## src/sv/rft_pkg.sv

```systemverilog
package rft_pkg;

  localparam int unsigned FRAME_BITS = 52;
  localparam int unsigned BIT_POS_W  = 6;
  localparam int unsigned TICK_W     = 16;
  localparam int unsigned CFG_IDX_W  = 4;
  localparam int unsigned ROLL_LEN   = 5;

  localparam logic FUNC_TICK = 1'b0;
  localparam logic FUNC_SEND = 1'b1;

  localparam logic [CFG_IDX_W-1:0] REG_HEADER = 4'd0;
  localparam logic [CFG_IDX_W-1:0] REG_SHORT  = 4'd1;
  localparam logic [CFG_IDX_W-1:0] REG_LONG   = 4'd2;
  localparam logic [CFG_IDX_W-1:0] REG_FOOTER = 4'd3;

  localparam logic [TICK_W-1:0] HEADER_RST = 16'd2400;
  localparam logic [TICK_W-1:0] SHORT_RST  = 16'd400;
  localparam logic [TICK_W-1:0] LONG_RST   = 16'd800;
  localparam logic [TICK_W-1:0] FOOTER_RST = 16'd24000;

  localparam logic [7:0] FRAME_FLAG = 8'hFE;
  localparam logic [7:0] TOKEN_RST  = 8'h7D;
  localparam logic [7:0] TOKEN_STEP = 8'd10;

  typedef enum logic [4:0] {
    PH_IDLE   = 5'b00001,
    PH_HEADER = 5'b00010,
    PH_LOW    = 5'b00100,
    PH_HIGH   = 5'b01000,
    PH_FOOTER = 5'b10000
  } phase_e;

  typedef struct packed {
    logic        is_send;
    logic [3:0]  grp_chan;
    logic [15:0] address;
    logic        chan_keep;
    logic [3:0]  chan_code;
    logic [3:0]  state_nibble;
    logic [7:0]  repeat_count;
  } cmd_t;

  typedef struct packed {
    logic                 valid;
    logic [CFG_IDX_W-1:0] index;
    logic [TICK_W-1:0]    data;
  } cfg_wr_t;

  typedef struct packed {
    logic line_level;
    logic busy_res;
    logic refused;
  } res_t;

  function automatic logic [3:0] chan_code(input logic [2:0] idx);
    logic [3:0] code;
    case (idx)
      3'd0: code = 4'd0;
      3'd1: code = 4'd8;
      3'd2: code = 4'd4;
      3'd3: code = 4'd2;
      3'd4: code = 4'd1;
      3'd5: code = 4'd3;
      3'd6: code = 4'd5;
      3'd7: code = 4'd6;
      default: code = 4'd0;
    endcase
    return code;
  endfunction

  function automatic logic [7:0] roll_code(input logic [2:0] idx);
    logic [7:0] code;
    case (idx)
      3'd0: code = 8'h98;
      3'd1: code = 8'hDA;
      3'd2: code = 8'h1E;
      3'd3: code = 8'hE6;
      3'd4: code = 8'h67;
      default: code = 8'h98;
    endcase
    return code;
  endfunction

endpackage

```

## src/sv/rft_ifs.sv

```systemverilog
interface rft_in_if;
  logic        valid;
  logic        ready;
  logic        func;
  logic [3:0]  grp_chan;
  logic [15:0] address;
  logic [3:0]  channel;
  logic        light_on;
  logic [7:0]  repeat_count;

  modport source (output valid, func, grp_chan, address, channel, light_on,
                  repeat_count, input ready);
  modport sink (input valid, func, grp_chan, address, channel, light_on,
                repeat_count, output ready);
endinterface

interface rft_out_if;
  logic valid;
  logic ready;
  logic line_level;
  logic busy_res;
  logic refused;

  modport source (output valid, line_level, busy_res, refused, input ready);
  modport sink (input valid, line_level, busy_res, refused, output ready);
endinterface

interface rft_cfg_if;
  logic                             valid;
  logic                             ready;
  logic [rft_pkg::CFG_IDX_W-1:0]    index;
  logic [rft_pkg::TICK_W-1:0]       data;

  modport source (output valid, index, data, input ready);
  modport sink (input valid, index, data, output ready);
endinterface

```

## src/sv/rf_remote_frame_transmitter.sv

```systemverilog
// one word in and one word out per cycle when the output side keeps up
// a word is stored in the queue; its result is registered when the back pops it
// the front decodes into a short command queue, the back updates the frame state
// and the output register together when it pops a command
// asynchronous active-low reset: timing registers to defaults, line low, idle,
// token 0x7d, rolling index and frame cleared, queue and output emptied
module rf_remote_frame_transmitter #(
  parameter int unsigned QUEUE_DEPTH = 2
) (
  input  logic       clk_i,
  input  logic       rst_ni,
  rft_in_if.sink     item_i,
  rft_out_if.source  result_o,
  rft_cfg_if.sink    cfg_i
);

  rft_pkg::cmd_t    cmd_in, cmd_out;
  rft_pkg::cfg_wr_t cfg_wr;
  rft_pkg::res_t    res;
  logic             push, full, q_valid, pop, res_valid;

  assign cfg_i.ready  = 1'b1;
  assign cfg_wr.valid = cfg_i.valid;
  assign cfg_wr.index = cfg_i.index;
  assign cfg_wr.data  = cfg_i.data;

  rft_front u_front (
    .in_valid_i       (item_i.valid),
    .in_ready_o       (item_i.ready),
    .func_i           (item_i.func),
    .grp_chan_i       (item_i.grp_chan),
    .address_i        (item_i.address),
    .channel_i        (item_i.channel),
    .light_on_i       (item_i.light_on),
    .repeat_count_i   (item_i.repeat_count),
    .push_o           (push),
    .full_i           (full),
    .cmd_o            (cmd_in)
  );

  rft_queue #(
    .Depth (QUEUE_DEPTH)
  ) u_queue (
    .clk_i   (clk_i),
    .rst_ni  (rst_ni),
    .push_i  (push),
    .data_i  (cmd_in),
    .full_o  (full),
    .valid_o (q_valid),
    .pop_i   (pop),
    .data_o  (cmd_out)
  );

  rft_back u_back (
    .clk_i       (clk_i),
    .rst_ni      (rst_ni),
    .cfg_i       (cfg_wr),
    .cmd_valid_i (q_valid),
    .cmd_pop_o   (pop),
    .cmd_i       (cmd_out),
    .res_valid_o (res_valid),
    .res_ready_i (result_o.ready),
    .res_o       (res)
  );

  assign result_o.valid      = res_valid;
  assign result_o.line_level = res.line_level;
  assign result_o.busy_res   = res.busy_res;
  assign result_o.refused    = res.refused;

endmodule

```

## src/sv/rft_front.sv

```systemverilog
module rft_front (
  input  logic              in_valid_i,
  output logic              in_ready_o,
  input  logic              func_i,
  input  logic [3:0]        grp_chan_i,
  input  logic [15:0]       address_i,
  input  logic [3:0]        channel_i,
  input  logic              light_on_i,
  input  logic [7:0]        repeat_count_i,
  output logic              push_o,
  input  logic              full_i,
  output rft_pkg::cmd_t     cmd_o
);

  assign in_ready_o = !full_i;
  assign push_o     = in_valid_i && !full_i;

  always_comb begin
    cmd_o.is_send        = (func_i == rft_pkg::FUNC_SEND);
    cmd_o.grp_chan       = grp_chan_i;
    cmd_o.address        = address_i;
    cmd_o.chan_keep      = channel_i[3];
    cmd_o.chan_code      = rft_pkg::chan_code(channel_i[2:0]);
    cmd_o.state_nibble   = {3'b000, !light_on_i};
    cmd_o.repeat_count   = repeat_count_i;
  end

endmodule

```

## src/sv/rft_queue.sv

```systemverilog
module rft_queue #(
  parameter int unsigned Depth = 2
) (
  input  logic          clk_i,
  input  logic          rst_ni,
  input  logic          push_i,
  input  rft_pkg::cmd_t data_i,
  output logic          full_o,
  output logic          valid_o,
  input  logic          pop_i,
  output rft_pkg::cmd_t data_o
);

  localparam int unsigned PtrW = (Depth > 1) ? $clog2(Depth) : 1;
  localparam int unsigned CntW = $clog2(Depth + 1);
  localparam logic [PtrW-1:0] LastPtr = PtrW'(Depth - 1);
  localparam logic [CntW-1:0] FullCnt = CntW'(Depth);

  rft_pkg::cmd_t   mem_q [Depth];
  logic [PtrW-1:0] wr_q, wr_d, rd_q, rd_d;
  logic [CntW-1:0] cnt_q, cnt_d;

  assign full_o  = (cnt_q == FullCnt);
  assign valid_o = (cnt_q != '0);
  assign data_o  = mem_q[rd_q];

  always_comb begin
    wr_d  = wr_q;
    rd_d  = rd_q;
    cnt_d = cnt_q;
    if (push_i) begin
      wr_d = (wr_q == LastPtr) ? '0 : wr_q + 1'b1;
    end
    if (pop_i) begin
      rd_d = (rd_q == LastPtr) ? '0 : rd_q + 1'b1;
    end
    if (push_i && !pop_i) begin
      cnt_d = cnt_q + 1'b1;
    end else if (pop_i && !push_i) begin
      cnt_d = cnt_q - 1'b1;
    end
  end

  always_ff @(posedge clk_i or negedge rst_ni) begin
    if (!rst_ni) begin
      wr_q  <= '0;
      rd_q  <= '0;
      cnt_q <= '0;
    end else begin
      wr_q  <= wr_d;
      rd_q  <= rd_d;
      cnt_q <= cnt_d;
    end
  end

  always_ff @(posedge clk_i) begin
    if (push_i) begin
      mem_q[wr_q] <= data_i;
    end
  end

endmodule

```

## src/sv/rft_back.sv

```systemverilog
module rft_back (
  input  logic             clk_i,
  input  logic             rst_ni,
  input  rft_pkg::cfg_wr_t cfg_i,
  input  logic             cmd_valid_i,
  output logic             cmd_pop_o,
  input  rft_pkg::cmd_t    cmd_i,
  output logic             res_valid_o,
  input  logic             res_ready_i,
  output rft_pkg::res_t    res_o
);

  localparam logic [rft_pkg::BIT_POS_W-1:0] LastBit =
    rft_pkg::BIT_POS_W'(rft_pkg::FRAME_BITS - 1);
  localparam logic [rft_pkg::BIT_POS_W-1:0] NumBits =
    rft_pkg::BIT_POS_W'(rft_pkg::FRAME_BITS);
  localparam logic [2:0] RollLast = 3'(rft_pkg::ROLL_LEN - 1);

  logic [rft_pkg::TICK_W-1:0] header_q, short_q, long_q, footer_q;

  logic [rft_pkg::FRAME_BITS-1:0] frame_q, frame_d;
  logic [7:0]                     token_q, token_d;
  logic [2:0]                     roll_q, roll_d;
  rft_pkg::phase_e                phase_q, phase_d;
  logic [rft_pkg::BIT_POS_W-1:0]  bitpos_q, bitpos_d;
  logic [rft_pkg::TICK_W-1:0]     tick_q, tick_d;
  logic [7:0]                     reps_q, reps_d;
  logic                           line_q, line_d;

  logic                           out_valid_q;
  rft_pkg::res_t                  res_q, res_d;

  logic                           busy, cur_bit, done;
  logic [rft_pkg::TICK_W-1:0]     dur;
  logic [rft_pkg::TICK_W:0]       tick_inc;
  logic [2:0]                     roll_sel;
  logic [3:0]                     code;
  logic [7:0]                     reps_dec;

  assign cmd_pop_o   = cmd_valid_i && (!out_valid_q || res_ready_i);
  assign res_valid_o = out_valid_q;
  assign res_o       = res_q;

  assign busy    = (phase_q != rft_pkg::PH_IDLE);
  assign cur_bit = (bitpos_q < NumBits) ? frame_q[LastBit - bitpos_q] : 1'b0;
  assign tick_inc = {1'b0, tick_q} + 1'b1;
  assign done    = (tick_inc >= {1'b0, dur});
  assign roll_sel = (roll_q > RollLast) ? 3'd0 : roll_q;
  assign code    = cmd_i.chan_keep ? frame_q[23:20] : cmd_i.chan_code;
  assign reps_dec = (reps_q != '0) ? reps_q - 1'b1 : reps_q;

  always_comb begin
    case (phase_q)
      rft_pkg::PH_HEADER: dur = header_q;
      rft_pkg::PH_LOW:    dur = cur_bit ? short_q : long_q;
      rft_pkg::PH_HIGH:   dur = cur_bit ? long_q : short_q;
      rft_pkg::PH_FOOTER: dur = footer_q;
      default:            dur = header_q;
    endcase
  end

  always_comb begin
    frame_d  = frame_q;
    token_d  = token_q;
    roll_d   = roll_q;
    phase_d  = phase_q;
    bitpos_d = bitpos_q;
    tick_d   = tick_q;
    reps_d   = reps_q;
    line_d   = line_q;
    res_d.refused = 1'b0;

    if (cmd_i.is_send) begin
      if (busy) begin
        res_d.refused = 1'b1;
      end else begin
        frame_d = {rft_pkg::FRAME_FLAG, cmd_i.grp_chan, cmd_i.address, code,
                   cmd_i.state_nibble, rft_pkg::roll_code(roll_sel), token_q};
        token_d = token_q + rft_pkg::TOKEN_STEP;
        roll_d  = (roll_sel == RollLast) ? 3'd0 : roll_sel + 1'b1;
        if (cmd_i.repeat_count != '0) begin
          reps_d   = cmd_i.repeat_count;
          phase_d  = rft_pkg::PH_HEADER;
          bitpos_d = '0;
          tick_d   = '0;
          line_d   = 1'b1;
        end
      end
    end else if (busy) begin
      tick_d = done ? '0 : tick_inc[rft_pkg::TICK_W-1:0];
      if (done) begin
        case (phase_q)
          rft_pkg::PH_HEADER: begin
            phase_d  = rft_pkg::PH_LOW;
            bitpos_d = '0;
            line_d   = 1'b0;
          end
          rft_pkg::PH_LOW: begin
            phase_d = rft_pkg::PH_HIGH;
            line_d  = 1'b1;
          end
          rft_pkg::PH_HIGH: begin
            line_d = 1'b0;
            if (bitpos_q >= LastBit) begin
              phase_d = rft_pkg::PH_FOOTER;
            end else begin
              bitpos_d = bitpos_q + 1'b1;
              phase_d  = rft_pkg::PH_LOW;
            end
          end
          rft_pkg::PH_FOOTER: begin
            reps_d = reps_dec;
            if (reps_dec == '0) begin
              phase_d = rft_pkg::PH_IDLE;
              line_d  = 1'b0;
            end else begin
              phase_d  = rft_pkg::PH_HEADER;
              bitpos_d = '0;
              line_d   = 1'b1;
            end
          end
          default: phase_d = rft_pkg::PH_IDLE;
        endcase
      end
    end

    res_d.line_level = line_d;
    res_d.busy_res   = (phase_d != rft_pkg::PH_IDLE);
  end

  always_ff @(posedge clk_i or negedge rst_ni) begin
    if (!rst_ni) begin
      header_q    <= rft_pkg::HEADER_RST;
      short_q     <= rft_pkg::SHORT_RST;
      long_q      <= rft_pkg::LONG_RST;
      footer_q    <= rft_pkg::FOOTER_RST;
      frame_q     <= '0;
      token_q     <= rft_pkg::TOKEN_RST;
      roll_q      <= '0;
      phase_q     <= rft_pkg::PH_IDLE;
      bitpos_q    <= '0;
      tick_q      <= '0;
      reps_q      <= '0;
      line_q      <= 1'b0;
      out_valid_q <= 1'b0;
    end else begin
      if (cfg_i.valid) begin
        case (cfg_i.index)
          rft_pkg::REG_HEADER: header_q <= cfg_i.data;
          rft_pkg::REG_SHORT:  short_q  <= cfg_i.data;
          rft_pkg::REG_LONG:   long_q   <= cfg_i.data;
          rft_pkg::REG_FOOTER: footer_q <= cfg_i.data;
          default: ;
        endcase
      end
      if (cmd_pop_o) begin
        frame_q  <= frame_d;
        token_q  <= token_d;
        roll_q   <= roll_d;
        phase_q  <= phase_d;
        bitpos_q <= bitpos_d;
        tick_q   <= tick_d;
        reps_q   <= reps_d;
        line_q   <= line_d;
      end
      if (cmd_pop_o) begin
        out_valid_q <= 1'b1;
      end else if (res_ready_i) begin
        out_valid_q <= 1'b0;
      end
    end
  end

  always_ff @(posedge clk_i) begin
    if (cmd_pop_o) begin
      res_q <= res_d;
    end
  end

endmodule
```

## src/flat_wrapper.sv

```systemverilog
// flat-port wrapper written by rule: the top's interface ports become plain ports
module rf_remote_frame_transmitter_flat 
#(
  parameter int unsigned QUEUE_DEPTH = 2
)
  (clk_i, rst_ni, item_i_valid, item_i_func, item_i_grp_chan, item_i_address, item_i_channel, item_i_light_on, item_i_repeat_count, item_i_ready, result_o_valid, result_o_line_level, result_o_busy_res, result_o_refused, result_o_ready, cfg_i_valid, cfg_i_index, cfg_i_data, cfg_i_ready);
  rft_in_if item_i_i ();
  rft_out_if result_o_i ();
  rft_cfg_if cfg_i_i ();
  input  logic clk_i;
  input  logic rst_ni;
  input wire logic [$bits(item_i_i.valid)-1:0] item_i_valid;
  input wire logic [$bits(item_i_i.func)-1:0] item_i_func;
  input wire logic [$bits(item_i_i.grp_chan)-1:0] item_i_grp_chan;
  input wire logic [$bits(item_i_i.address)-1:0] item_i_address;
  input wire logic [$bits(item_i_i.channel)-1:0] item_i_channel;
  input wire logic [$bits(item_i_i.light_on)-1:0] item_i_light_on;
  input wire logic [$bits(item_i_i.repeat_count)-1:0] item_i_repeat_count;
  output wire logic [$bits(item_i_i.ready)-1:0] item_i_ready;
  output wire logic [$bits(result_o_i.valid)-1:0] result_o_valid;
  output wire logic [$bits(result_o_i.line_level)-1:0] result_o_line_level;
  output wire logic [$bits(result_o_i.busy_res)-1:0] result_o_busy_res;
  output wire logic [$bits(result_o_i.refused)-1:0] result_o_refused;
  input wire logic [$bits(result_o_i.ready)-1:0] result_o_ready;
  input wire logic [$bits(cfg_i_i.valid)-1:0] cfg_i_valid;
  input wire logic [$bits(cfg_i_i.index)-1:0] cfg_i_index;
  input wire logic [$bits(cfg_i_i.data)-1:0] cfg_i_data;
  output wire logic [$bits(cfg_i_i.ready)-1:0] cfg_i_ready;
  assign item_i_i.valid = item_i_valid;
  assign item_i_i.func = item_i_func;
  assign item_i_i.grp_chan = item_i_grp_chan;
  assign item_i_i.address = item_i_address;
  assign item_i_i.channel = item_i_channel;
  assign item_i_i.light_on = item_i_light_on;
  assign item_i_i.repeat_count = item_i_repeat_count;
  assign item_i_ready = item_i_i.ready;
  assign result_o_valid = result_o_i.valid;
  assign result_o_line_level = result_o_i.line_level;
  assign result_o_busy_res = result_o_i.busy_res;
  assign result_o_refused = result_o_i.refused;
  assign result_o_i.ready = result_o_ready;
  assign cfg_i_i.valid = cfg_i_valid;
  assign cfg_i_i.index = cfg_i_index;
  assign cfg_i_i.data = cfg_i_data;
  assign cfg_i_ready = cfg_i_i.ready;
  rf_remote_frame_transmitter #(.QUEUE_DEPTH(QUEUE_DEPTH)) u_core (.clk_i(clk_i), .rst_ni(rst_ni), .item_i(item_i_i), .result_o(result_o_i), .cfg_i(cfg_i_i));
endmodule
```

## config.mk

```make
export PLATFORM = sky130hd
export DESIGN_NAME = rf_remote_frame_transmitter_flat
export DESIGN_NICKNAME = d
export VERILOG_FILES = /design/src/sv/rft_pkg.sv /design/src/sv/rft_ifs.sv /design/src/sv/rf_remote_frame_transmitter.sv /design/src/sv/rft_front.sv /design/src/sv/rft_queue.sv /design/src/sv/rft_back.sv /design/src/flat_wrapper.sv
export SDC_FILE = /design/constraint.sdc
export NUM_CORES = 1
export LEC_CHECK = 0
export BUFFER_PORTS_ARGS = -buffer_cell sky130_fd_sc_hd__buf_4
export CAP_MARGIN = 40
export CORE_ASPECT_RATIO = 0.75
export CORE_MARGIN = 8
export CORE_UTILIZATION = 58
export CTS_BUF_LIST = sky130_fd_sc_hd__clkbuf_2 sky130_fd_sc_hd__clkbuf_4 sky130_fd_sc_hd__clkbuf_8
export DETAILED_ROUTE_END_ITERATION = 6
export HOLD_SLACK_MARGIN = 0.08
export PLACE_DENSITY = 0.76
export SYNTH_ARGS = -nofsm -noshare
export SYNTH_HDL_FRONTEND = slang
export SYNTH_SLANG_ARGS = --single-unit
export TNS_END_PERCENT = 100
```

## constraint.sdc

```tcl
create_clock -name clk_i -period 6.9 [get_ports clk_i]
set_input_delay 0.69 -clock clk_i [delete_from_list [all_inputs] [get_ports clk_i]]
set_output_delay 0.69 -clock clk_i [all_outputs]
set_load 0.005 [all_outputs]
```

==> impl_results.md, run 1 <==
- CTS tree: done
- Reg2reg path depth: 19
- Lkg Pwr: 5.398 nW
- CTS buffer count: 37
- Final Critical Period: slightly below 6000 ps
- Levels on crit path: 19
- Syn_nets: between 1000 and 1500
- Postcts setup bufs: 0
- Overall global routing resource usage: 0.1966
- Endpoints failing setup: 0
- CTS root buf: clkbuf_8
- Most used cell, CP: a21o_1
- Critical path type: flop to flop
- Post_cts resized: 0
- Most common cell after layout, fill and taps aside: dfrtp_1
- Htree depth: 2
- Ys async rst share: 0.6798
- Standard-cell rows: 43
- RSZ-0062 raised after global routing: no
- Synth warn: 0
- Placed Area: 11720 um2
- Overall routed net length: 23.30 mm
- Avg Inst Size Synth: 11.56 um2
- Largest net degree at the start of global routing: 92
- GR Overflow Total: 0
- Gr busiest metal: met2
- Initial antenna violation count: 0
- Drt wl/cell: 17.86 um
- DRC viols: 0
- Maxcap violations: 0
- Worst-Skew Late Latency: about 540 ps
- Vias in the first global route: about 7600
- Layout Nets: 1117
- Clock Tree Buf Depth: 3
- Fin Setup TNS: 0 ps
- Period utilization: 0.8570
- Final Hold Viols: 0
- Post-synth EDFFs: 73
- Die ar.: approximately 24000 um2
- Share of cells above drive strength 1: 0.2448
- Initial core utilization: 0.5954
- Cell area after synthesis: 11080 um2
- CP bufs+invs: 2
- Max-slew violations: 0
- Global Route met1 Usage: 0.2821
- PortBufs: 63
- Vias/cell: 5.854
- Die height: 135.7 um
- Crit path DAT: 6360 ps
- Worst VDD drop: 0.3054 mV
- DIE WIDTH: 175.6 um
- Max stage delay on crit path: between 700 and 800 ps
- Clock slew at reported path FFs: 70 ps
- Gpl congestion: 0.8823
- Final ANT Viol Nets: 0
- Clk_skew: 24.13 ps
- Max-slew headroom: 0.4366
- Worst min path class: input port to async pin
- Pre-CTS WS: 1071 ps
- Met3 Usage GRT: 0.03983
- Final cell area excluding filler cells: 12480 um2
- Met2 usage: 0.2987
- Tightest Pin Transition: 838.6 ps
- Cells after synthesis: 959
- Critical-path cell list: inv_1, ha_1, nor4b_1, or4_1, o211ai_2, o22ai_2, mux2i_1, nor2b_1, buf_4, a221oi_2, ha_1, a21o_1, a21o_1, a21o_1, a221o_1, a211o_1, a31oi_1, o21ai_0, o21ai_0
- Family with the most delay on the worst path: compound AO/OA/AOI/OAI gates
- Sequential-to-total area share from yosys stat: 0.5503
- Status: complete, no violations
- Routed vias: 7639
- Leading cell types in the layout, fill and taps excluded: dfrtp_1, nand2_1, nor2_1, buf_4, edfxtp_1
- First-pass GRT wire length: 38.45 mm
- Critical-path maximum fanout: 16
- Post-DP HPWL: 15.86 mm
- Core area: 18620 um2
- Area Growth Syn to Fin: 12.62%
- Iter 0 DRT Violations: about 570
- Power Dens Cells: roughly 350 nW/um2
- CP startpoint kind: flop
- Post-route worst setup slack: 986.6 ps
- Hold bufs inserted after CTS: 0
- Netlist cell types: 72
- Top flip-flop cell by instance count after synthesis: dfrtp_1
- Yosys reg bits: 228
- Worst path required time: between 7000 and 8000 ps
- Max Clock Freq: 169.1 MHz
- Num ports: 65
- Slowest stage cell, crit path: a31oi_1
- Sinks on Clock Net: 228
- # diodes: 0
- DRT Pass-1 Iters: 5
- Worst setup EP type: flop
==> cell usage after synthesis (4+ instances only) <==
cell type | count | area, um2
a21o_1 | 6 | 45.04
nor2_1 | 90 | 337.8
nor3_1 | 14 | 70.07
a211oi_1 | 4 | 30.03
o311ai_0 | 6 | 52.55
a31oi_1 | 9 | 56.30
buf_6 | 4 | 45.04
xor2_1 | 13 | 113.9
o21ai_0 | 64 | 320.3
xnor2_1 | 15 | 131.4
clkbuf_1 | 32 | 120.1
dfstp_2 | 23 | 604.3
o31ai_1 | 10 | 75.07
o21ai_1 | 4 | 20.02
edfxtp_1 | 73 | 2192
mux2i_1 | 41 | 410.4
and3_1 | 12 | 75.07
mux2_2 | 67 | 754.5
ha_1 | 29 | 362.9
nand2b_1 | 9 | 56.30
nand4_1 | 6 | 37.54
mux4_1 | 5 | 131.4
clkbuf_8 | 7 | 96.34
nand3b_1 | 4 | 30.03
nor2b_1 | 6 | 37.54
or3_1 | 4 | 25.02
nand3_1 | 17 | 85.08
inv_1 | 19 | 71.32
a221oi_2 | 10 | 150.1
a221oi_1 | 6 | 52.55
nor4_1 | 6 | 37.54
a21oi_1 | 44 | 220.2
dfrtp_1 | 132 | 3303
nand2_1 | 112 | 420.4
==> cell families (layout without fill, tap and decap cells) <==
family | count (synthesis) | after routing | synth area share
other | 1 | 1 | 0.0003384
flip-flops | 228 | 228 | 0.5503
AND/OR/NAND/NOR | 292 | 292 | 0.1175
adder cells (fa/ha/maj) | 29 | 29 | 0.03274
buffers and inverters | 68 | 167 | 0.03421
XOR/XNOR | 28 | 28 | 0.02213
multiplexers | 116 | 116 | 0.1231
AO/OA/AOI/OAI | 197 | 197 | 0.1197
==> worst paths after layout <==
path | slack (ps) | startpoint | to
setup / recovery | 990 | u_core.u_back.bitpos_q[2] | u_core.u_back.reps_q[6]
hold / removal | 230 | rst_ni | u_core.u_back.frame_q[40]
setup reg to reg | 990 | u_core.u_back.bitpos_q[2] | u_core.u_back.reps_q[6]
hold reg to reg | 480 | u_core.u_back.frame_q[27] | u_core.u_back.frame_q[27]
max in group asynchronous | 5270 | rst_ni | u_core.u_back.bitpos_q[3]
min in group clk_i | 330 | item_i_grp_chan[0] | u_core.u_queue.mem_q[0][30]
==> sequential cells by signal, summed over array words and instances (netlist names), 2 cells and up <==
register,flops
u_core.u_back.header_q,16
u_core.u_back.tick_q,16
u_core.u_back.reps_q,8
u_core.u_queue.cnt_q,2
u_core.u_back.roll_q,3
u_core.u_back.bitpos_q,6
u_core.u_back.long_q,16
u_core.u_back.footer_q,16
u_core.u_back.res_o,3
u_core.u_back.phase_q,5
u_core.u_back.short_q,16
u_core.u_back.frame_q,40
u_core.u_queue.mem_q,70
u_core.u_back.token_q,7
==> power breakdown <==
group | internal [mW] | leakage (nW) | switching [mW] | total [mW]
Combinational | 0.512 | 2.41 | 0.662 | 1.17
Sequential | 1.82 | 2.58 | 0.250 | 2.07
Clock | 0.648 | 0.409 | 0.537 | 1.18
Total | 2.98 | 5.40 | 1.45 | 4.42
==> stage by stage <==
step,power (mW),hold slack [ps],util,instances
2_1_floorplan,2.882,394.4,-,959
3_3_place_gp,3.198,457.0,0.6281,1234
3_5_place_dp,3.250,461.0,0.6296,1237
4_1_cts,4.452,227.9,0.6705,1305
5_1_grt,4.697,270.4,0.6705,1305
6_report,4.425,234.7,0.6705,1305
==> metal layers <==
metal / routed length (um) / part of all wire / vias to the layer above
met3: 1093 / 0.047 / 29
met5: 0 / 0 / -
met1: 11380 / 0.49 / 3767
li1: - / - / 3642
met4: 341 / 0.015 / 0
met2: 10490 / 0.45 / 201
==> cell type report <==
type | count | area [um2]
clock buffer | 58 | 691.9
inverter | 19 | 71.32
clock inverter | 10 | 70.07
timing repair buffer | 80 | 609.3
tap | 247 | 309.0
fill | 1406 | 6133
multi-input combinational | 663 | 4629
sequential | 228 | 6101
No activity file was read; power rests on OpenSTA's default activity.
==> inputs of run 2 (changes only) <==
Settings changed: CELL_PAD_IN_SITES_DETAIL_PLACEMENT from default to 1, CELL_PAD_IN_SITES_GLOBAL_PLACEMENT from default to 1, CORE_ASPECT_RATIO 0.75 to 0.6, CORE_UTILIZATION 58 to 51, PLACE_DENSITY 0.76 to default, PLACE_DENSITY_LB_ADDON from default to 0.1.
==> run 2 against run 1 <==
Effect of this change:
- maximum frequency down 1.8%
- sequential share of layout area down 0.24 points
- register-to-register slack got worse by 110 ps
- critical path type unchanged
- critical endpoint unchanged
- largest power group unchanged
==> impl_results.md, run 2 (synthesized netlist as in run 1, its figures left out) <==
- Status: complete, no violations
- Gpl congestion: 0.8736 (-0.99%)
- DRT Pass-1 Iters: 6 (+1)
- Htree depth: 2 (unchanged)
- Slowest stage cell, crit path: a31oi_1
- Final Hold Viols: 0 (unchanged)
- Worst min path class: input port to flop
- RSZ-0062 raised after global routing: no
- PortBufs: 63 (unchanged)
- Family with the most delay on the worst path: compound AO/OA/AOI/OAI gates
- Power Dens Cells: 359.1 nW/um2 (+1.3%)
- CTS buffer count: 36 (-2.7%)
- Origin of the worst setup path: u_core.u_back.bitpos_q[2]
- Lkg Pwr: 5.398 nW (about the same)
- Max-slew headroom: 0.3508 (-0.08584)
- Iter 0 DRT Violations: 587 (+2.4%)
- Final cell area excluding filler cells: 12540 um2 (+0.50%)
- Hold bufs inserted after CTS: 1 (+1)
- Worst hold margin: 334.9 ps (+100.2 ps)
- Final Critical Period: 6020 ps (+106.2 ps)
- Biggest register: u_core.u_queue.mem_q
- Tightest Pin Transition: 970.3 ps (+131.6 ps)
- Die height: 130.2 um (-4.1%)
- CTS root buf: clkbuf_8
- Standard-cell rows: 41 (-4.7%)
- Pre-CTS WS: 972.8 ps (-98.38 ps)
- Critical-path cell list: inv_1, ha_1, nor4_1, or4_1, o211ai_2, o22ai_2, mux2i_1, nor2b_1, buf_4, a221oi_2, ha_1, a21o_1, a21o_1, a21o_1, a221o_1, a211o_1, a31oi_1, o21ai_0, o21ai_0
- Vias/cell: 5.837 (-0.29%)
- Max Clock Freq: 166.1 MHz (-1.8%)
- Max stage delay on crit path: 830 ps (+90 ps)
- Initial antenna violation count: 0 (unchanged)
- Sinks on Clock Net: 228 (unchanged)
- Most used cell, CP: a21o_1
- Largest registers: u_core.u_queue.mem_q (70), u_core.u_back.frame_q (40)
- Overall routed net length: 27.99 mm (+20%)
- Endpoints failing setup: 0 (unchanged)
- Num ports: 65 (unchanged)
- CTS tree: done
- # diodes: 0 (unchanged)
- First-pass GRT wire length: 45.95 mm (+20%)
- Worst VDD drop: 0.2927 mV (-4.2%)
- CP bufs+invs: 2 (unchanged)
- Leading cell types in the layout, fill and taps excluded: dfrtp_1, nand2_1, nor2_1, buf_4, edfxtp_1
- Maxcap violations: 0 (unchanged)
- Period utilization: 0.8724 (+0.01539)
- Vias in the first global route: 8182 (+7.2%)
- Worst path required time: 7350 ps (about the same)
- Post-DP HPWL: 19.91 mm (+26%)
- Layout Nets: 1118 (+0.090%)
- Share of cells above drive strength 1: 0.2429 (-0.001890)
- Max-slew violations: 0 (unchanged)
- DRC viols: 0 (unchanged)
- CP startpoint kind: flop
- Worst hold path startpoint: item_i_grp_chan[3]
- Final ANT Viol Nets: 0 (unchanged)
- Largest net degree at the start of global routing: 92 (unchanged)
- Fin Setup TNS: 0 ps (unchanged)
- Crit path DAT: 6470 ps (+110 ps)
- Postcts setup bufs: 0 (unchanged)
- Routed vias: 7804 (+2.2%)
- Core area: 21190 um2 (+14%)
- Overall global routing resource usage: 0.2158 (+0.01917)
- Most common cell after layout, fill and taps aside: dfrtp_1
- Initial core utilization: 0.5231 (-0.07226)
- Largest register FFs: 70 (unchanged)
- Worst-Skew Late Latency: 540 ps (about the same)
- Die ar.: 26860 um2 (+13%)
- Clock Tree Buf Depth: 3 (unchanged)
- Area Growth Syn to Fin: 13.19%
- Critical path type: flop to flop
- Placed Area: 11800 um2 (+0.69%)
- Critical-path maximum fanout: 16 (unchanged)
- Clock slew at reported path FFs: 60 ps (about the same)
- Reg-to-reg startpoint: u_core.u_back.bitpos_q[2]
- Post-route worst setup slack: 880.4 ps (-106.2 ps)
- Drt wl/cell: 20.94 um (+17%)
- GR Overflow Total: 0 (unchanged)
- Worst setup EP type: flop
- Post_cts resized: 0 (unchanged)
- Clk_skew: 28.52 ps (+4.396 ps)
- DIE WIDTH: 206.3 um (+17%)
run 2: path summary, 6_finish.rpt:
check | cells past startpoint | slack [ps] | end
setup / recovery | 19 | 880 | u_core.u_back.reps_q[6]
hold / removal | 1 | 330 | u_core.u_queue.mem_q[1][33]
setup reg to reg | 19 | 880 | u_core.u_back.reps_q[6]
hold reg to reg | 2 | 480 | u_core.u_back.frame_q[4]
max in group asynchronous | 4 | 4880 | u_core.u_back.token_q[7]
min in group asynchronous | 2 | 500 | u_core.u_back.frame_q[39]
run 2: worst register-to-register path: stages (launching register included):
cell	delay [ps]
dfrtp_1	650
inv_1	260
ha_1	520
nor4_1	120
or4_1	510
o211ai_2	190
o22ai_2	120
mux2i_1	200
nor2b_1	70
buf_4	220
a221oi_2	310
ha_1	280
a21o_1	170
a21o_1	170
a21o_1	200
a221o_1	340
a211o_1	480
a31oi_1	830
o21ai_0	210
o21ai_0	120
run 2: final cells by class:
| type | count | area, um2 |
|---|---|---|
| flip-flops and latches | 228 | 6101 |
| fillers | 2187 | 8642 |
| inverters | 19 | 71.32 |
| multi-input cells | 663 | 4634 |
| clock inverters | 10 | 56.30 |
| well taps | 279 | 349.1 |
| repair buffers | 82 | 655.6 |
| clock buffers | 56 | 676.9 |
run 2: layer usage:
| metal | share of wire | vias to the layer above | global-route usage | wire (um) |
|---|---|---|---|---|
| li1 | - | 3648 | - | - |
| met4 | 0.0093 | 0 | 0.03961 | 260 |
| met5 | 0 | - | 0 | 0 |
| met2 | 0.40 | 178 | 0.2911 | 11170 |
| met1 | 0.53 | 3951 | 0.3454 | 14940 |
| met3 | 0.058 | 27 | 0.04926 | 1623 |
run 2: power by group:
part / switching (mW) / leakage (nW) / internal [mW]
combinational: 0.722 / 2.42 / 0.523
sequential: 0.276 / 2.58 / 1.82
clock: 0.539 / 0.390 / 0.630
total: 1.54 / 5.40 / 2.97
run 2: stage by stage:
step / cells / utilization / power (mW)
after floorplan: 959 / - / 2.882
after global placement: 1266 / 0.5540 / 3.266
after detailed placement: 1270 / 0.5570 / 3.334
after CTS: 1337 / 0.5921 / 4.532
after global routing: 1337 / 0.5921 / 4.784
final: 1337 / 0.5921 / 4.505
==> inputs of run 3 (changes only) <==
Settings changed: CELL_PAD_IN_SITES_DETAIL_PLACEMENT 1 to default, CELL_PAD_IN_SITES_GLOBAL_PLACEMENT 1 to default, CORE_UTILIZATION 51 to 58, PLACE_DENSITY from default to 0.76, PLACE_DENSITY_LB_ADDON 0.1 to default.
==> run 3 against run 2 <==
Effect of this change:
- routed wire length fell by 13%
- clock power about the same
- die area is 11% lower
- via count rose by 0.78%
- register-to-register slack got worse by 350 ps
- count of clock-buffer cells in the layout shrank 5
- final cell count down 2.8%
- combinational power fell by 4%
==> impl_results.md, run 3 (synthesized netlist as in run 1, its figures left out) <==
- Post_cts resized: 0 (unchanged)
- Postcts setup bufs: 0 (unchanged)
- Final Critical Period: 6366 ps (+346.5 ps)
- Die height: 123.1 um (-5.5%)
- Non-filler cells, final: 1299 (-2.8%)
- Vias in the first global route: 7636 (-6.7%)
- Routed vias: 7865 (+0.78%)
- Initial core utilization: 0.5869 (+0.06377)
- DIE WIDTH: 194.5 um (-5.7%)
- Worst-Skew Late Latency: 530 ps (about the same)
- Storage element area: 6101 um2 (unchanged)
- Core area: 18880 um2 (-11%)
- Worst VDD drop: 0.3573 mV (+22%)
- Clock Power Share: 0.266 (+0.007)
- Flop pwr share: 0.469 (+0.005)
- CTS root buf: clkbuf_8
- Layout Nets: 1116 (-0.18%)
- Largest registers: u_core.u_queue.mem_q (70), u_core.u_back.frame_q (40)
- Final Hold Viols: 0 (unchanged)
- Maxcap violations: 0 (unchanged)
- Power Dens Cells: 358.0 nW/um2 (-0.32%)
- Share of cells above drive strength 1: 0.2412 (-0.001696)
- Status: complete, no violations
- Tightest Pin Transition: 932.1 ps (-38.19 ps)
- Max Clock Freq: 157.1 MHz (-5.4%)
- Sw Share: 0.3312 (-0.009809)
- Final cell area excluding filler cells: 12510 um2 (-0.31%)
- Clock slew at reported path FFs: 70 ps (about the same)
- Overall global routing resource usage: 0.2081 (-0.007737)
- DRT Pass-1 Iters: 6 (unchanged)
- Fin Setup TNS: 0 ps (unchanged)
- Switch Pwr: 1.483 mW (-3.5%)
- Comb power frac: 0.265 (-0.011)
- Leading cell types in the layout, fill and taps excluded: dfrtp_1, nand2_1, nor2_1, buf_4, edfxtp_1
- Lkg Pwr: 5.398 nW (about the same)
- Largest register FFs: 70 (unchanged)
- Final ANT Viol Nets: 0 (unchanged)
- Clk_skew: 24.47 ps (-4.048 ps)
- Power, Total: 4.477 mW (-0.63%)
- CTS tree: done
- Placed Area: 11760 um2 (-0.32%)
- First-pass GRT wire length: 40.70 mm (-11%)
- Max-slew headroom: 0.3757 (+0.02495)
- Post-DP HPWL: 16.87 mm (-15%)
- CP startpoint kind: flop
- Num ports: 65 (unchanged)
- Final core occ: 0.6622 (+0.07013)
- Max stage delay on crit path: 830 ps (about the same)
- Area Growth Syn to Fin: 12.84%
- Htree depth: 2 (unchanged)
- Gpl congestion: 0.9136 (+4.6%)
- Max-slew violations: 0 (unchanged)
- Hold bufs inserted after CTS: 0 (-1)
- Clock Tree Buf Depth: 3 (unchanged)
- Initial antenna violation count: 0 (unchanged)
- Vias/cell: 6.055 (+3.7%)
- Dpl cells: 1237 (-2.6%)
- Largest net degree at the start of global routing: 77 (-16%)
- Crit path DAT: 6800 ps (+330 ps)
- Critical path type: flop to flop
- Worst min path class: input port to async pin
- Worst setup EP type: flop
- Endpoints failing setup: 0 (unchanged)
- Most common cell after layout, fill and taps aside: dfrtp_1
- Drt wl/cell: 18.82 um (-10%)
- Multi-input gate area: 4634 um2 (unchanged)
- Critical-path cell list: inv_1, ha_1, nor4_1, or4_1, o211ai_2, o22ai_2, o21ai_1, buf_4, a221oi_2, ha_1, a21o_1, a21o_1, a221o_1, a211o_1, a31oi_1, o21ai_0, o21ai_0
- Iter 0 DRT Violations: 801 (+36%)
- Overall routed net length: 24.44 mm (-13%)
- GR Overflow Total: 0 (unchanged)
- CP bufs+invs: 2 (unchanged)
- CTS buffer count: 34 (-5.6%)
- Die ar.: 23930 um2 (-11%)
- Worst path required time: 7330 ps (-20 ps)
- Critical-path maximum fanout: 16 (unchanged)
- DRC viols: 0 (unchanged)
- Slowest stage cell, crit path: a31oi_1
- Int Pwr: 2.994 mW (+0.85%)
- PortBufs: 63 (unchanged)
- Family with the most delay on the worst path: compound AO/OA/AOI/OAI gates
- # diodes: 0 (unchanged)
- Biggest register: u_core.u_queue.mem_q
- Sinks on Clock Net: 228 (unchanged)
- Standard-cell rows: 39 (-4.9%)
- RSZ-0062 raised after global routing: no
- Fillers: 1412 (-35%)
- Period utilization: 0.9226 (+0.05022)
run 3: changes by cell type in the layout (fill, tap and decap cells not counted):
cell	before	now
clkinv_1	5	4
clkinv_2	2	1
buf_8	0	1
bufinv_16	0	2
clkinvlp_4	1	0
dlygate4sd3_1	1	0
inv_8	1	0
inv_6	1	2
clkbuf_4	15	13
clkinv_8	0	1
clkbuf_8	41	38
buf_4	76	77
buf_6	2	1
run 3: path summary, 6_finish.rpt:
| check | to | slack [ps] | depth (start not counted) | from |
|---|---|---|---|---|
| max | u_core.u_back.reps_q[3] | 530 | 17 | u_core.u_back.bitpos_q[2] |
| min | u_core.u_back.frame_q[37] | 180 | 1 | rst_ni |
| max reg2reg | u_core.u_back.reps_q[3] | 530 | 17 | u_core.u_back.bitpos_q[2] |
| min reg2reg | u_core.u_back.frame_q[3] | 470 | 2 | u_core.u_back.frame_q[3] |
| max in group asynchronous | u_core.u_back.token_q[3] | 5480 | 3 | rst_ni |
| min in group clk_i | u_core.u_queue.mem_q[1][0] | 350 | 1 | item_i_repeat_count[0] |
run 3: power by group through the flow:
stage / combinational, mW / clock (mW) / sequential, mW
final: 1.19 / 1.19 / 2.10
after global routing: 1.32 / 1.27 / 2.14
after CTS: 1.18 / 1.21 / 2.09
after detailed placement: 1.17 / 0 / 2.11
after global placement: 1.12 / 0 / 2.10
after floorplan: 0.892 / 0 / 1.99
run 3: worst reg2reg max path, delay by kind of cell, from the launching register on:
family                     cells  cell delay (ps)
and+or+nand+nor                2              640
buffers and inverters          2              600
adders and majority gates      2              830
AOI/OAI and AO/OA             11             3550
DFF                            1              670
run 3: per-layer routing:
| metal | up-vias | track usage | wire length (um) |
|---|---|---|---|
| li1 | 3648 | - | - |
| met1 | 3875 | 0.3235 | 12300 |
| met2 | 314 | 0.2960 | 10120 |
| met3 | 28 | 0.04322 | 1780 |
| met4 | 0 | 0.04323 | 251 |
| met5 | - | 0 | 0 |
run 3: area by class of cell:
class                      count  share of cell area
clock buffer                  51             0.04962
clock inverter                10            0.009105
inverter                      19            0.005703
multi-input combinational    663              0.3706
sequential                   228              0.4878
tap                          246             0.02461
timing repair buffer          82             0.05253
run 3: metrics by stage:
stage,setup slack (ps),hold WS [ps]
2_1_floorplan,2104,394.4
3_3_place_gp,1006,458.4
3_5_place_dp,559.2,462.5
4_1_cts,497.3,211.6
5_1_grt,160.3,227.3
6_report,533.9,183.3
